**config.mk**
```make
export PLATFORM = sky130hd
export DESIGN_NAME = http_request_byte_parser
export DESIGN_NICKNAME = d
export VERILOG_FILES = /design/src/hdl/hrbp_pkg.sv /design/src/hdl/hrbp_front.sv /design/src/hdl/hrbp_queue.sv /design/src/hdl/hrbp_back.sv /design/src/hdl/http_request_byte_parser.sv
export VERILOG_INCLUDE_DIRS = /design/src /design/src/hdl
export SDC_FILE = /design/constraint.sdc
export NUM_CORES = 1
export LEC_CHECK = 0
export BUFFER_PORTS_ARGS = -buffer_cell sky130_fd_sc_hd__buf_2
export CAP_MARGIN = 40
export CELL_PAD_IN_SITES_DETAIL_PLACEMENT = 0
export CELL_PAD_IN_SITES_GLOBAL_PLACEMENT = 1
export CORE_MARGIN = 2
export CORE_UTILIZATION = 30
export CTS_CLUSTER_DIAMETER = 120
export CTS_CLUSTER_SIZE = 30
export DETAILED_ROUTE_END_ITERATION = 12
export PLACE_DENSITY = 0.64
export SLEW_MARGIN = 15
export SYNTH_ARGS = -nofsm -noshare
export SYNTH_HDL_FRONTEND = slang
export SYNTH_SLANG_ARGS = --single-unit
export TNS_END_PERCENT = 10
```
**constraint.sdc**
```tcl
create_clock -name clk -period 16.1 [get_ports clk]
set_clock_uncertainty 0.2 [all_clocks]
set_input_delay 0.805 -clock clk [delete_from_list [all_inputs] [get_ports clk]]
set_output_delay 0.805 -clock clk [all_outputs]
set_load 0.01 [all_outputs]
```
**src/hdl/http_request_byte_parser_macros.svh**
```systemverilog
// Assertion helpers shared by the parser's assertion section.
// Both sample on the rising edge of clk and are disabled while rst is high.
`ifndef HTTP_REQUEST_BYTE_PARSER_MACROS_SVH
`define HTTP_REQUEST_BYTE_PARSER_MACROS_SVH

// Same-cycle implication.
`define HRBP_ASSERT_NOW(lbl, ante, cons, msg) \
  lbl: assert property (@(posedge clk) disable iff (rst) (ante) |-> (cons)) else $error(msg);

// Next-cycle implication.
`define HRBP_ASSERT_NEXT(lbl, ante, cons, msg) \
  lbl: assert property (@(posedge clk) disable iff (rst) (ante) |=> (cons)) else $error(msg);

`endif

```
**src/hdl/hrbp_pkg.sv**
```systemverilog
`timescale 1ns / 1ps
`default_nettype none

package hrbp_pkg;

  // Byte classes.
  localparam logic [2:0] CLS_METHOD  = 3'd0;
  localparam logic [2:0] CLS_TARGET  = 3'd1;
  localparam logic [2:0] CLS_VERSION = 3'd2;
  localparam logic [2:0] CLS_SPACE   = 3'd3;
  localparam logic [2:0] CLS_HEADER  = 3'd4;
  localparam logic [2:0] CLS_CRLF    = 3'd5;
  localparam logic [2:0] CLS_BODY    = 3'd6;
  localparam logic [2:0] CLS_AFTER   = 3'd7;

  // Parse phases.
  localparam logic [1:0] PH_REQ  = 2'd0;
  localparam logic [1:0] PH_HDR  = 2'd1;
  localparam logic [1:0] PH_BODY = 2'd2;
  localparam logic [1:0] PH_DONE = 2'd3;

  // Content-Length number conversion stages.
  localparam logic [1:0] NUM_SKIP   = 2'd0;
  localparam logic [1:0] NUM_SIGN   = 2'd1;
  localparam logic [1:0] NUM_DIGITS = 2'd2;
  localparam logic [1:0] NUM_END    = 2'd3;

  localparam logic [7:0] CHR_CR    = 8'h0D;
  localparam logic [7:0] CHR_LF    = 8'h0A;
  localparam logic [7:0] CHR_PLUS  = 8'h2B;
  localparam logic [7:0] CHR_MINUS = 8'h2D;
  localparam logic [7:0] CHR_K     = 8'h6B;

  localparam logic [4:0] LEN_PREFIX_SIZE  = 5'd15;
  localparam logic [4:0] CONN_PREFIX_SIZE = 5'd11;
  localparam logic [3:0] KW_SIZE          = 4'd10;
  localparam logic [4:0] LINE_POS_MAX     = 5'd16;
  localparam logic [1:0] TOKEN_MAX        = 2'd3;
  localparam logic [30:0] LEN_MAX         = 31'h7FFF_FFFF;

  localparam logic [7:0] LEN_PREFIX [15] = '{
    "c", "o", "n", "t", "e", "n", "t", "-", "l", "e", "n", "g", "t", "h", ":"
  };
  localparam logic [7:0] CONN_PREFIX [11] = '{
    "c", "o", "n", "n", "e", "c", "t", "i", "o", "n", ":"
  };
  localparam logic [7:0] KEYWORD [10] = '{
    "k", "e", "e", "p", "-", "a", "l", "i", "v", "e"
  };

  // Character as the line logic sees it.
  typedef struct packed {
    logic [7:0] lower;
    logic       space;
    logic       digit;
  } chr_t;

  // One classified input byte as carried through the queue.
  typedef struct packed {
    logic [7:0] data;
    logic       start_new;
    logic       is_cr;
    logic       is_lf;
    chr_t       info;
  } item_t;

  typedef struct packed {
    logic full;
    logic empty;
  } q_stat_t;

  typedef struct packed {
    logic [1:0]  phase;
    logic        cr_pending;
    logic [4:0]  line_pos;
    logic        len_match;
    logic        conn_match;
    logic [1:0]  num_stage;
    logic        num_neg;
    logic [30:0] length_value;
    logic [3:0]  kw_pos;
    logic        keepalive;
    logic [1:0]  token_index;
    logic        inside_token;
    logic [30:0] body_count;
  } parse_st_t;

  typedef struct packed {
    parse_st_t  st;
    logic [2:0] cls;
  } line_res_t;

  localparam parse_st_t ST_RESET = '{
    phase:        PH_REQ,
    cr_pending:   1'b0,
    line_pos:     5'd0,
    len_match:    1'b1,
    conn_match:   1'b1,
    num_stage:    NUM_SKIP,
    num_neg:      1'b0,
    length_value: 31'd0,
    kw_pos:       4'd0,
    keepalive:    1'b0,
    token_index:  2'd0,
    inside_token: 1'b0,
    body_count:   31'd0
  };

  localparam chr_t CR_INFO = '{lower: CHR_CR, space: 1'b1, digit: 1'b0};

  function automatic chr_t classify(logic [7:0] c);
    chr_t r;
    r.lower = (c >= "A" && c <= "Z") ? c + 8'd32 : c;
    r.space = (c == " ") || (c >= 8'd9 && c <= 8'd13);
    r.digit = (c >= "0" && c <= "9");
    return r;
  endfunction

  function automatic parse_st_t feed_number(parse_st_t s_in, chr_t c);
    parse_st_t  s;
    logic [34:0] v;
    s = s_in;
    v = '0;
    if (s.num_stage == NUM_SKIP && c.space) begin
      s.num_stage = NUM_SKIP;
    end else if (s.num_stage == NUM_SKIP && (c.lower == CHR_PLUS || c.lower == CHR_MINUS)) begin
      s.num_neg   = (c.lower == CHR_MINUS);
      s.num_stage = NUM_SIGN;
    end else if (s.num_stage == NUM_END) begin
      s.num_stage = NUM_END;
    end else if (!c.digit) begin
      s.num_stage = NUM_END;
    end else begin
      s.num_stage = NUM_DIGITS;
      if (!s.num_neg) begin
        // Times ten as two shifts and an add, then saturate.
        v = ({4'd0, s.length_value} << 3) + ({4'd0, s.length_value} << 1)
            + {31'd0, c.lower[3:0]};
        s.length_value = (v > {4'd0, LEN_MAX}) ? LEN_MAX : v[30:0];
      end
    end
    return s;
  endfunction

  function automatic parse_st_t feed_keyword(parse_st_t s_in, chr_t c);
    parse_st_t s;
    s = s_in;
    if (s.kw_pos < KW_SIZE) begin
      if (c.lower == KEYWORD[s.kw_pos]) begin
        s.kw_pos = s.kw_pos + 4'd1;
      end else begin
        s.kw_pos = (c.lower == CHR_K) ? 4'd1 : 4'd0;
      end
      if (s.kw_pos == KW_SIZE) begin
        s.keepalive = 1'b1;
      end
    end
    return s;
  endfunction

  // One ordinary character of the request line or a header line.
  function automatic line_res_t line_char(parse_st_t s_in, chr_t c);
    parse_st_t  s;
    logic [4:0] p;
    line_res_t  r;
    s = s_in;
    r.cls = CLS_HEADER;
    if (s.phase == PH_REQ) begin
      if (c.space) begin
        if (s.inside_token) begin
          s.inside_token = 1'b0;
          if (s.token_index < TOKEN_MAX) begin
            s.token_index = s.token_index + 2'd1;
          end
        end
        r.cls = CLS_SPACE;
      end else begin
        s.inside_token = 1'b1;
        r.cls = {1'b0, s.token_index};
      end
    end else begin
      p = s.line_pos;
      if (p < LINE_POS_MAX) begin
        s.line_pos = p + 5'd1;
      end
      if (s.len_match) begin
        if (p < LEN_PREFIX_SIZE) begin
          if (c.lower != LEN_PREFIX[p[3:0]]) begin
            s.len_match = 1'b0;
          end else if (p == LEN_PREFIX_SIZE - 5'd1) begin
            s.length_value = '0;
            s.num_stage    = NUM_SKIP;
            s.num_neg      = 1'b0;
          end
        end else begin
          s = feed_number(s, c);
        end
      end
      if (s.conn_match) begin
        if (p < CONN_PREFIX_SIZE) begin
          if (c.lower != CONN_PREFIX[p[3:0]]) begin
            s.conn_match = 1'b0;
          end else if (p == CONN_PREFIX_SIZE - 5'd1) begin
            s.keepalive = 1'b0;
            s.kw_pos    = '0;
          end
        end else begin
          s = feed_keyword(s, c);
        end
      end
    end
    r.st = s;
    return r;
  endfunction

endpackage

`default_nettype wire

```
**src/hdl/hrbp_front.sv**
```systemverilog
`timescale 1ns / 1ps
`default_nettype none

module hrbp_front (
  input  wire logic           in_valid,
  output logic                in_stall,
  input  wire logic [7:0]     data_byte,
  input  wire logic           start_new,
  input  wire hrbp_pkg::q_stat_t q_stat,
  output logic                push,
  output hrbp_pkg::item_t     item
);
  import hrbp_pkg::*;

  // The front only refuses a byte when the queue has no free entry.
  assign in_stall = q_stat.full;
  assign push     = in_valid && !q_stat.full;

  always_comb begin
    item.data      = data_byte;
    item.start_new = start_new;
    item.is_cr     = (data_byte == CHR_CR);
    item.is_lf     = (data_byte == CHR_LF);
    item.info      = classify(data_byte);
  end

endmodule

`default_nettype wire

```
**src/hdl/hrbp_queue.sv**
```systemverilog
`timescale 1ns / 1ps
`default_nettype none

module hrbp_queue (
  input  wire logic            clk,
  input  wire logic            rst,
  input  wire logic            push,
  input  wire hrbp_pkg::item_t push_item,
  input  wire logic            pop,
  output hrbp_pkg::item_t      head,
  output hrbp_pkg::q_stat_t    q_stat
);
  import hrbp_pkg::*;

  item_t      entries [2];
  logic       wr_ptr;
  logic       rd_ptr;
  logic [1:0] count;

  assign head         = entries[rd_ptr];
  assign q_stat.full  = (count == 2'd2);
  assign q_stat.empty = (count == 2'd0);

  always_ff @(posedge clk) begin
    if (push) begin
      entries[wr_ptr] <= push_item;
    end
  end

  always_ff @(posedge clk) begin
    if (rst) begin
      wr_ptr <= 1'b0;
      rd_ptr <= 1'b0;
      count  <= 2'd0;
    end else begin
      if (push) begin
        wr_ptr <= ~wr_ptr;
      end
      if (pop) begin
        rd_ptr <= ~rd_ptr;
      end
      count <= count + {1'b0, push} - {1'b0, pop};
    end
  end

endmodule

`default_nettype wire

```
**src/hdl/hrbp_back.sv**
```systemverilog
`timescale 1ns / 1ps
`default_nettype none

module hrbp_back (
  input  wire logic              clk,
  input  wire logic              rst,
  input  wire hrbp_pkg::item_t   head,
  input  wire hrbp_pkg::q_stat_t q_stat,
  output logic                   pop,
  output logic                   out_valid,
  input  wire logic              out_stall,
  output logic [7:0]             byte_out,
  output logic [2:0]             byte_class,
  output logic                   request_done,
  output logic [1:0]             parse_phase,
  output logic [30:0]            body_length,
  output logic                   conn_persist
);
  import hrbp_pkg::*;

  parse_st_t st;
  parse_st_t st_next;
  logic [2:0] cls_next;
  logic       done_next;

  // A byte leaves the queue whenever the output register is free or is being drained.
  assign pop = !q_stat.empty && (!out_valid || !out_stall);

  always_comb begin
    parse_st_t s;
    line_res_t r_cr;
    line_res_t r_ch;
    s         = head.start_new ? ST_RESET : st;
    cls_next  = CLS_HEADER;
    done_next = 1'b0;
    // A held CR that turns out not to start a line break counts as white space.
    r_cr = line_char(s, CR_INFO);
    r_ch = r_cr;
    if (s.phase == PH_DONE) begin
      cls_next = CLS_AFTER;
    end else if (s.phase == PH_BODY) begin
      cls_next     = CLS_BODY;
      s.body_count = s.body_count + 31'd1;
      if (s.body_count >= s.length_value) begin
        s.phase   = PH_DONE;
        done_next = 1'b1;
      end
    end else if (head.is_cr) begin
      if (s.cr_pending) begin
        s = r_cr.st;
      end
      s.cr_pending = 1'b1;
      cls_next     = CLS_CRLF;
    end else if (head.is_lf && s.cr_pending) begin
      s.cr_pending = 1'b0;
      cls_next     = CLS_CRLF;
      if (s.phase == PH_REQ) begin
        s.phase = PH_HDR;
      end else if (s.line_pos == 5'd0) begin
        if (s.length_value != 31'd0) begin
          s.phase      = PH_BODY;
          s.body_count = '0;
        end else begin
          s.phase   = PH_DONE;
          done_next = 1'b1;
        end
      end
      s.line_pos   = '0;
      s.len_match  = 1'b1;
      s.conn_match = 1'b1;
      s.num_stage  = NUM_SKIP;
      s.num_neg    = 1'b0;
      s.kw_pos     = '0;
    end else begin
      if (s.cr_pending) begin
        s            = r_cr.st;
        s.cr_pending = 1'b0;
      end
      r_ch     = line_char(s, head.info);
      s        = r_ch.st;
      cls_next = r_ch.cls;
    end
    st_next = s;
  end

  always_ff @(posedge clk) begin
    if (rst) begin
      st        <= ST_RESET;
      out_valid <= 1'b0;
    end else begin
      if (pop) begin
        st        <= st_next;
        out_valid <= 1'b1;
      end else if (!out_stall) begin
        out_valid <= 1'b0;
      end
    end
  end

  always_ff @(posedge clk) begin
    if (pop) begin
      byte_out     <= head.data;
      byte_class   <= cls_next;
      request_done <= done_next;
      parse_phase  <= st_next.phase;
      body_length  <= st_next.length_value;
      conn_persist <= st_next.keepalive;
    end
  end

endmodule

`default_nettype wire

```
**src/hdl/http_request_byte_parser.sv**
```systemverilog
// HTTP/1.1 request byte tagger.
// Input channel: in_valid / in_stall with data_byte and start_new. A transfer
// happens on a rising edge with in_valid high and in_stall low. Setting
// start_new clears all parse state before that byte is handled.
// Output channel: out_valid / out_stall with one result per input byte:
// byte_out, byte_class, request_done, parse_phase, body_length, conn_persist.
// Structure: the front classifies each byte (case folding, white space and
// digit tests) into a two-entry queue; the back runs the parse state update
// and loads the output register.
// A byte transferred at the input is written into the queue, then goes
// through the back's state update into the output register. Throughput: one
// byte per cycle while the receiver does not stall.
// When the receiver stalls, the output register holds its result and the
// queue absorbs up to two more bytes before in_stall rises.
// Reset (rst, synchronous) empties the queue and output register and puts
// the parser at the start of a request line with no length and no keep-alive.
`timescale 1ns / 1ps
`default_nettype none
`include "http_request_byte_parser_macros.svh"

module http_request_byte_parser (
  input  wire logic        clk,
  input  wire logic        rst,
  input  wire logic        in_valid,
  output logic             in_stall,
  input  wire logic [7:0]  data_byte,
  input  wire logic        start_new,
  output logic             out_valid,
  input  wire logic        out_stall,
  output logic [7:0]       byte_out,
  output logic [2:0]       byte_class,
  output logic             request_done,
  output logic [1:0]       parse_phase,
  output logic [30:0]      body_length,
  output logic             conn_persist
);
  import hrbp_pkg::*;

  q_stat_t q_stat;
  item_t   push_item;
  item_t   head;
  logic    push;
  logic    pop;

  hrbp_front u_front (
    .in_valid  (in_valid),
    .in_stall  (in_stall),
    .data_byte (data_byte),
    .start_new (start_new),
    .q_stat    (q_stat),
    .push      (push),
    .item      (push_item)
  );

  hrbp_queue u_queue (
    .clk       (clk),
    .rst       (rst),
    .push      (push),
    .push_item (push_item),
    .pop       (pop),
    .head      (head),
    .q_stat    (q_stat)
  );

  hrbp_back u_back (
    .clk          (clk),
    .rst          (rst),
    .head         (head),
    .q_stat       (q_stat),
    .pop          (pop),
    .out_valid    (out_valid),
    .out_stall    (out_stall),
    .byte_out     (byte_out),
    .byte_class   (byte_class),
    .request_done (request_done),
    .parse_phase  (parse_phase),
    .body_length  (body_length),
    .conn_persist (conn_persist)
  );

  `HRBP_ASSERT_NOW(a_done_phase, out_valid && request_done, parse_phase == PH_DONE, "request_done without done phase")
  `HRBP_ASSERT_NOW(a_after_done, out_valid && byte_class == CLS_AFTER, !request_done && parse_phase == PH_DONE, "bad byte after done")
  `HRBP_ASSERT_NOW(a_body_len, out_valid && parse_phase == PH_BODY, body_length != 31'd0, "body phase with zero length")
  `HRBP_ASSERT_NEXT(a_queue_fill, in_valid && !in_stall, !q_stat.empty, "accepted byte missing from queue")

endmodule

`default_nettype wire

```
==> results by stage, run 1 <==
GRT:
- Entering global routing, the biggest net connects 60 pins.
- In the global route stage, overall resource usage came out at between 10% and 20%.
- The number of antenna violations at the first check in global routing is 0.
- Summed over all layers, the global routing overflow is 0.
- The wire length of the first global-routing pass is 65.3 mm.
- The number of global-route vias before repair came to 11.2k.

Power:
- The static leakage is 5.77 nW.
- The completed layout was analyzed and its total power is 1.69 mW.
- The worst-case IR drop observed on VDD is ~85 µV.
- For this design the ratio of total power to cell area is 120 nW/µm².

Die:
- From left edge to right edge, the die measures around 210 µm.
- The die covers 43900 µm².
- The count of boundary I/O pins is just over 60.
- Once the floorplan was initialized, standard cells occupied 30.3% of the core.
- The floorplan has 75 rows.
- After floorplanning, the core was sized to cover 41900 µm².
- In this run the vertical extent of the chip is around 210 µm.

Setup path:
- The most frequent cell on the critical path is sky130_fd_sc_hd__buf_4.
- The category of the most critical setup path is flop to flop.
- In this run the worst path has a maximum fanout of 53.
- The critical path endpoint category is a flop.
- The largest stage delay on the critical path is approximately 650 ps.
- The cell with the largest stage delay on the worst path is sky130_fd_sc_hd__mux2i_2.
- The worst-case register-to-register setup slack is 9820 ps.
- STA puts the critical path data arrival time at 6380 ps.
- The data required time at the worst endpoint is 16200 ps.
- The kind of start point of the critical path is a flop.
- Walking the worst path, the cells encountered are buf_4 -> mux2i_4 -> buf_4 -> nand2_1 -> inv_1 -> ha_1 -> and3_4 -> mux2i_2 -> inv_2 -> ha_1 -> xnor2_1 -> a311oi_1 -> a31o_2 -> nand4_1 -> nor4_4 -> a31o_1 -> buf_4 -> o31a_1 -> buf_4 -> o32ai_1.

Routing:
- The number of remaining DRC errors is 0.
- The final antenna-violating net count is 0.
- The initial DRC count is 850.
- After detailed routing, the average wire length per cell comes to about 20 µm.
- The wire length reported by the detailed router is between 40 and 50 mm.
- Using the TritonRoute via totals, the vias-per-cell ratio works out to 5.53.
- The total via count after detailed routing is between 10k and 15k.
- The length of the first detailed-routing pass in iterations is 5.

Synthesis:
- The count of flip-flops with a built-in enable after synthesis is 78.
- Averaged over all synthesized cells, the footprint is 8.34 µm².
- The count of different cell masters after synthesis is 89.
- The fraction of synthesis flops using an asynchronous set or reset pin is 0%.
- For this run, the number of Yosys warnings is 0.
- The synthesized design contains 167 register bits.
- After technology mapping, the gate count stands at 1519.
- The sequential area share after synthesis is 32.6%.
- The cell area that synthesis handed to floorplanning was 12700 µm².
- The total nets after synthesis is 1643.
- The most used flip-flop cell after synthesis is sky130_fd_sc_hd__dfxtp_1.

Clock network:
- The TritonCTS clock tree is yes.
- The H-tree depth reported by CTS is 4.
- The number of clock buffers inserted by TritonCTS is 17.
- The longest clock path from root to sink contains 2 buffers.
- The post-CTS clock slew at the launch and capture registers of the worst setup and hold paths is 70 ps.
- The clock drives 167 sinks.
- The clock tree root driver cell is sky130_fd_sc_hd__clkbuf_16.
- The number of hold buffers added after CTS is 0.
- After clock tree synthesis, the setup repair step added 0 buffers.
- The later pin in the worst-skew pair is clocked with a latency of 450 ps.
- The post-CTS resize count is 0.

STA:
- The number of failing hold endpoints at the final stage is 0.
- The max-slew headroom at the worst pin is 41.8%.
- Derived from the worst setup path, the maximum achievable clock frequency is 159 MHz.
- The transition time of the tightest slew-check pin is 873 ps.
- The number of max-slew violations in the final report is 0.
- The smallest hold slack is around 280 ps.
- Once routing completed, OpenROAD measured the worst setup slack at 9820 ps.
- The final-layout setup total negative slack is 0 ps.
- The share of the clock period used by the worst path after layout is 39.0%.
- The final count of negative-setup-slack endpoints is 0.
- Setup repair after global routing left no endpoint under its margin.
- The minimum clock period is 6280 ps.

Layout:
- From synthesis to final layout, the design area changed by 11.5%.
- Summing all flip-flop and latch instances after layout gives 4120 µm².
- The share of the core filled with cells in the final layout is 33.7%.
- The post-layout net count is about 1.7k.
- Counting the fill cells in the layout gives 4427.
- The post-layout instance count excluding filler cells is 2102.
- After routing the design area is 14100 µm².
- In the final layout, the multi-input gates occupy approximately 7800 µm².
- Cells with a size suffix above 1 make up about a tenth of the layout.
- 0 antenna diodes ended up in the layout.

Status:
- The flow ran to the end, and the final reports show no timing, DRC or antenna violations.

Worst hold path:
- The path category of the worst min-delay check is flop to flop.
- The startpoint identified for the worst hold timing path is u_back.st[34]$_SDFFE_PP0P_.

Place:
- After legalization and detailed placement, the total HPWL measured 30.7 mm.
- The cell count after placement is approximately 2.1k.
- OpenSTA, run right after detailed placement, puts the worst setup slack at 9860 ps.
- Port buffering added 60 buffers.
- The congestion estimate from routability-driven global placement came to ~0.84.
- The placed instances occupy a cell area of 13500 µm².

Run:
- The reported max-cap violation count is 0.
[metal layers]
layer / vias to the layer above / share of wire [%] / track usage, %
met5: - / 0 / 0
met4: 0 / 1.9 / 5.55
met3: 54 / 5.4 / 3.01
met2: 363 / 45 / 30.0
met1: 5511 / 48 / 26.8
li1: 5697 / - / -
[power breakdown]
| part | switching [mW] | internal [mW] | leakage [nW] | total, mW |
|---|---|---|---|---|
| Sequential | 0.0548 | 0.538 | 1.48 | 0.593 |
| Clock | 0.185 | 0.244 | 0.294 | 0.429 |
| Combinational | 0.467 | 0.204 | 3.99 | 0.671 |
[state kept, by name (all words and copies together), names as in the netlist, named ones only]
signal and cells:
u_queue.entries 32, u_back.byte_class 3, u_back.conn_persist 1, u_back.parse_phase 2
u_back.body_length 31, u_back.out_valid 1, u_queue.wr_ptr 1, u_back.byte_out 8
u_back.st 83, u_queue.count 2, u_back.request_done 1, u_queue.rd_ptr 1
[cells by family after synthesis]
family,Yosys count,synth area share [%]
and+or+nand+nor,514,19.2
AOI/OAI and AO/OA,445,23.6
DFF,167,32.6
adders and majority gates,112,11.1
buffers and inverters,178,5.85
muxes,27,2.48
xor gates and xnor gates,76,5.26
[critical path, delay by kind of cell (launching register included)]
kind                     cells  cell delay, ps
buffers and inverters        6            1930
flip-flops                   1             390
adder cells (fa/ha/maj)      2             560
AND/OR/NAND/NOR              4            1000
XOR/XNOR                     1             130
AO/OA/AOI/OAI                5             980
multiplexers                 2             910
[cell type report]
class	count	share of cell area (%)
Multi-Input combinational cell	1174	55.3
Sequential cell	167	29.2
Tap cell	539	4.77
Timing Repair Buffer	90	3.84
Clock buffer	20	3.31
Inverter	100	2.66
Clock inverter	12	0.957
[cell usage after synthesis, types with 29 or more instances]
master	count	area, µm²
sky130_fd_sc_hd__inv_1	97	364
sky130_fd_sc_hd__edfxtp_1	78	2340
sky130_fd_sc_hd__nand2_1	139	522
sky130_fd_sc_hd__xor2_1	29	254
sky130_fd_sc_hd__a21oi_1	95	475
sky130_fd_sc_hd__nor2_1	163	612
sky130_fd_sc_hd__nor3_1	33	165
sky130_fd_sc_hd__o32ai_1	30	263
sky130_fd_sc_hd__dfxtp_1	89	1780
sky130_fd_sc_hd__a22oi_1	31	233
sky130_fd_sc_hd__nand3_1	56	280
sky130_fd_sc_hd__clkbuf_1	54	203
sky130_fd_sc_hd__o22ai_1	34	213
sky130_fd_sc_hd__o21ai_0	87	435
sky130_fd_sc_hd__ha_1	110	1380
sky130_fd_sc_hd__xnor2_1	47	412
[layout by cell type, fill, tap and decap left out, types with 6 or more instances in the layout]
master                      synthesis  layout
sky130_fd_sc_hd__xnor2_1           47      47
sky130_fd_sc_hd__o21a_1            11      11
sky130_fd_sc_hd__buf_2             10      61
sky130_fd_sc_hd__buf_4              4      28
sky130_fd_sc_hd__mux2i_1           15      15
sky130_fd_sc_hd__nand2_1          139     139
sky130_fd_sc_hd__nand3_1           56      56
sky130_fd_sc_hd__a21oi_1           95      95
sky130_fd_sc_hd__and4_1            10      10
sky130_fd_sc_hd__o22ai_1           34      34
sky130_fd_sc_hd__xor2_1            29      29
sky130_fd_sc_hd__inv_1             97      96
sky130_fd_sc_hd__and3_1            17      17
sky130_fd_sc_hd__nand4_1           25      25
sky130_fd_sc_hd__o31ai_1           12      12
sky130_fd_sc_hd__nand2b_1           8       8
sky130_fd_sc_hd__o21ai_0           87      86
sky130_fd_sc_hd__dfxtp_1           89      89
sky130_fd_sc_hd__o221ai_1           8       8
sky130_fd_sc_hd__a211oi_1          12      12
sky130_fd_sc_hd__a21o_1            28      28
sky130_fd_sc_hd__or3_1             12      12
sky130_fd_sc_hd__nor3_1            33      33
sky130_fd_sc_hd__o211ai_1          10      10
sky130_fd_sc_hd__a22oi_1           31      31
sky130_fd_sc_hd__a31oi_1           16      16
sky130_fd_sc_hd__o2111ai_1          7       7
sky130_fd_sc_hd__edfxtp_1          78      78
sky130_fd_sc_hd__clkbuf_16          0      18
sky130_fd_sc_hd__o32ai_1           30      30
sky130_fd_sc_hd__nor4_1            12      12
sky130_fd_sc_hd__mux2_2             7       7
sky130_fd_sc_hd__ha_1             110     110
sky130_fd_sc_hd__o22ai_2            6       6
sky130_fd_sc_hd__and2_1            10      10
sky130_fd_sc_hd__nor2_1           163     163
[worst paths after layout]
kind,to,cells after the start
max,u_back.st[65]$_SDFFE_PP0P_,20
max reg2reg,u_back.st[65]$_SDFFE_PP0P_,20
min,u_back.st[34]$_SDFFE_PP0P_,2
min reg2reg,u_back.st[34]$_SDFFE_PP0P_,2
No activity file was read; power rests on OpenSTA's default activity.
==> inputs of run 2 (changes only) <==
Clock period 16.1 ns to 5.85 ns, I/O delays scaled along.
==> results by stage, run 2 (same netlist as run 1, synthesis figures left out) <==
Die:
- In this run the core area contains 75 standard-cell rows.
- The initial utilization of the core area, before any placement, comes to 30.3%.
- The horizontal die dimension is 209 µm.
- The die span in y is roughly 210 µm.
- During I/O placement, the number of pins put on the boundary was a little over 60.
- The core region is 41900 µm².
- The floorplan step defined a die boundary enclosing 43900 µm².

GRT:
- Entering global routing, the biggest net connects 61 pins.
- Global routing consumed, over all layers together, 19.4% of the routing resources.
- The met1 track demand over resource in global routing is 28.4%.
- The number of antenna violations at the first check in global routing came to 1.
- The wire length of the first global-routing pass is 66.5 mm.
- The total overflow left after global routing is 0.
- In the global route stage, met2 resource usage came out at 30.0%.
- The layer with the highest usage is met2.
- The number of global-route vias before repair is 11.2k.
- Global routing used 2.95% of the available met3 tracks.

Routing:
- The routed design has 42.5 mm of wire.
- The first detailed-routing pass ran for 5 iterations.
- Once detail routing completed, the nets flagged for antenna violations numbered 0.
- In the final routed layout, each cell accounts on average for 20.0 µm.
- The detailed router finished its first iteration with 960 violations.
- Dividing the detail-routed via count by the number of cells gives 5.53.
- For this run, design rule violations remaining after detail routing come to 0.
- The total via count after detailed routing is about 12k.

Layout:
- Cells fill about 34% of the core in the end.
- The post-layout instance count excluding filler cells is 2126.
- In the final layout, the registers with the most flip-flops are u_back.st x83, u_queue.entries x32, u_back.body_length x31.
- Leaving out fill and tap cells, the most frequent cell in the layout is sky130_fd_sc_hd__nor2_1.
- u_back.st holds more flip-flops than any other register.
- In the layout the commonest cells are sky130_fd_sc_hd__nor2_1, sky130_fd_sc_hd__nand2_1, sky130_fd_sc_hd__ha_1, sky130_fd_sc_hd__inv_1, sky130_fd_sc_hd__a21oi_1.
- Relative to the synthesized area, the layout overhead comes to 13.2%.
- The register with the most flip-flops in the layout has just over 80 of them.
- The layout has 4355 filler cells.
- The post-layout net count is 1697.
- Of the cells placed in the final design, the portion with a size suffix greater than 1 is approximately 11%.

STA:
- Setup violations remaining at the end of the flow were counted as 0.
- The worst path meets setup with 387 ps of slack.
- Derived from the worst setup path, the maximum achievable clock frequency is 183 MHz.
- The max-slew headroom at the worst pin is 39.7%.
- The number of failing hold endpoints at the final stage was 0.
- The final-layout setup total negative slack is 0 ps.
- Setup repair after global routing left no endpoint under its margin.
- The transition time of the tightest slew-check pin is approximately 880 ps.
- In the finished design, the share of the clock period the worst path needs comes to between 90 and 100%.
- The clock period could shrink to around 5500 ps.
- Hold is met by 40.1 ps.
- The number of max-slew violations in the final report is 0.

Setup path:
- For flop-to-flop paths, the worst setup slack is 390 ps.
- The category of cells accounting for the largest share of critical-path delay is compound AO/OA/AOI/OAI gates.
- The arrival time of data at the critical path endpoint is between 5000 and 6000 ps.
- STA puts the critical path data required time at 5840 ps.
- The endpoint of the lowest-slack register-to-register path is u_back.body_length[8]$_DFFE_PP_.
- The critical path is of the flop to flop type.
- On the critical path, the stage with the largest delay is an instance of sky130_fd_sc_hd__or4_1.
- The kind of start point of the critical path is a flop.
- Of all nets on the critical path, the largest fanout is 52.
- The largest stage delay on the critical path is 760 ps.
- The count of buffering cells on the critical path with inverters included is 5.
- The critical path endpoint category is a flop.
- The number of cells on the worst reg-to-reg path is 19.
- Traced cell by cell, the critical path runs through mux2i_4 -> buf_12 -> nand2_1 -> inv_1 -> ha_1 -> ha_1 -> inv_1 -> fa_1 -> nand2b_1 -> a21oi_1 -> o21ai_1 -> buf_4 -> o31ai_2 -> a31oi_1 -> xnor2_1 -> or4_1 -> buf_12 -> o22ai_1 -> o22ai_1.

Clock network:
- The clock tree root driver cell is sky130_fd_sc_hd__clkbuf_16.
- The largest buffer count on any clock path is 2.
- Clock tree synthesis found a total of 167 sinks.
- After clock tree synthesis, the clock-pin slew on the worst setup and hold paths is 70 ps.
- After clock tree synthesis, the setup repair step added 0 buffers.
- The H-tree was split into 4 levels.
- TritonCTS built the clock tree.
- Clock tree synthesis inserted a total of 17 buffers.
- At the later pin of the worst-skew pair, clock insertion delay measures between 400 and 500 ps.

Power:
- For this design the ratio of total power to cell area is roughly 330 nW/µm².
- The static leakage is 5.87 nW.
- The sequential share of power is 34.7%.
- The clock network accounts for 25.1% of the total power.
- Of the total power, the share spent switching nets is 42.8%.
- The maximum VDD drop is ~250 µV.
- The net switching power of the design is 2.02 mW.
- Combinational logic is responsible for between 40% and 50% of the overall power.
- The internal power is 2.70 mW.

Status:
- The flow ran to the end, and the final reports show no timing, DRC or antenna violations.

Run:
- Across the run, the number of max-cap violations was 0.

Worst hold path:
- The worst hold path passes through 4 cells.
- The min-delay analysis places its worst path in the category input pin to flop.
- The worst hold path endpoint is u_queue.wr_ptr$_SDFFE_PP0P_.
- The startpoint identified for the worst hold timing path is in_valid.

Place:
- The global placement routability congestion is between 0.8 and 0.9.
- The number of buffers added on ports is 60.
- The HPWL after detailed placement is 31.3 mm.
- The cell count after placement is 2082.
- The post-place setup slack is 138 ps.
-- run 2: cell count changes in the layout (fill, tap and decap cells not counted), sizes merged --
cell	delta
buf	+11
diode	+1
clkinv	-1
bufinv	-1
clkdlybuf4s15	+1
dlygate4sd3	+10
inv	+7
clkinvlp	-2
clkbuf	-2
-- run 2: layout make-up --
cell class                      count  area (µm²)  share of cell area (%)
Multi-Input combinational cell   1174        7820                    54.5
Sequential cell                   167        4130                    28.8
Timing Repair Buffer              113         748                    5.22
Tap cell                          539         674                    4.70
Clock buffer                       17         425                    2.97
Inverter                          100         375                    2.62
Clock inverter                     15         170                    1.19
Antenna cell                        1        2.50                  0.0174
-- run 2: layer usage --
metal  part of all wire [%]  vias up  routed length, µm
li1                       -     5748                  -
met1                     49     5647              21000
met2                     44      324              18800
met3                    4.9       41               2080
met4                    1.6        0                667
met5                      0        -                  0
-- run 2: stage by stage --
step / power, mW / instance area, µm²
floorplan: 2.83 / 12700
global placement: 3.53 / 13600
detailed placement: 3.54 / 13600
CTS: 4.75 / 14300
global route: 5.00 / 14300
finish: 4.72 / 14300
-- run 2: power by group through the flow --
| stage | sequential [mW] | clock, mW | combinational (mW) |
|---|---|---|---|
| 4_1_cts | 1.64 | 1.22 | 1.89 |
| 3_3_place_gp | 1.67 | 0 | 1.86 |
| 5_1_grt | 1.66 | 1.26 | 2.07 |
| 3_5_place_dp | 1.66 | 0 | 1.88 |
| 2_1_floorplan | 1.64 | 0 | 1.18 |
| 6_report | 1.64 | 1.18 | 1.90 |
-- run 2: timing repair --
item	4_1_cts	5_1_grt
setup endpoints to repair	0	56
resized for setup	0	2
hold endpoints to repair	19	0
hold buffers	10	0
-- run 2: worst max-delay path by stage --
stage | cells after the start | to | slack, ps | from
floorplan | 25 | u_back.body_length[30]$_DFFE_PP_ | 30 | flop
global placement | 16 | u_back.body_length[8]$_DFFE_PP_ | 120 | flop
detailed placement | 16 | u_back.body_length[23]$_DFFE_PP_ | 140 | flop
CTS | 16 | u_back.body_length[20]$_DFFE_PP_ | 90 | flop
global route | 19 | u_back.body_length[21]$_DFFE_PP_ | 70 | flop
finish | 19 | u_back.body_length[8]$_DFFE_PP_ | 390 | flop
-- run 2: worst reg2reg max path, stage by stage, from the launching register on --
cell and delay (ps):
sky130_fd_sc_hd__dfxtp_2 460, sky130_fd_sc_hd__mux2i_4 330, sky130_fd_sc_hd__buf_12 280, sky130_fd_sc_hd__nand2_1 150, sky130_fd_sc_hd__inv_1 100, sky130_fd_sc_hd__ha_1 130
sky130_fd_sc_hd__ha_1 190, sky130_fd_sc_hd__inv_1 60, sky130_fd_sc_hd__fa_1 410, sky130_fd_sc_hd__nand2b_1 180, sky130_fd_sc_hd__a21oi_1 190, sky130_fd_sc_hd__o21ai_1 160
sky130_fd_sc_hd__buf_4 180, sky130_fd_sc_hd__o31ai_2 460, sky130_fd_sc_hd__a31oi_1 200, sky130_fd_sc_hd__xnor2_1 160, sky130_fd_sc_hd__or4_1 760, sky130_fd_sc_hd__buf_12 270
sky130_fd_sc_hd__o22ai_1 240, sky130_fd_sc_hd__o22ai_1 110
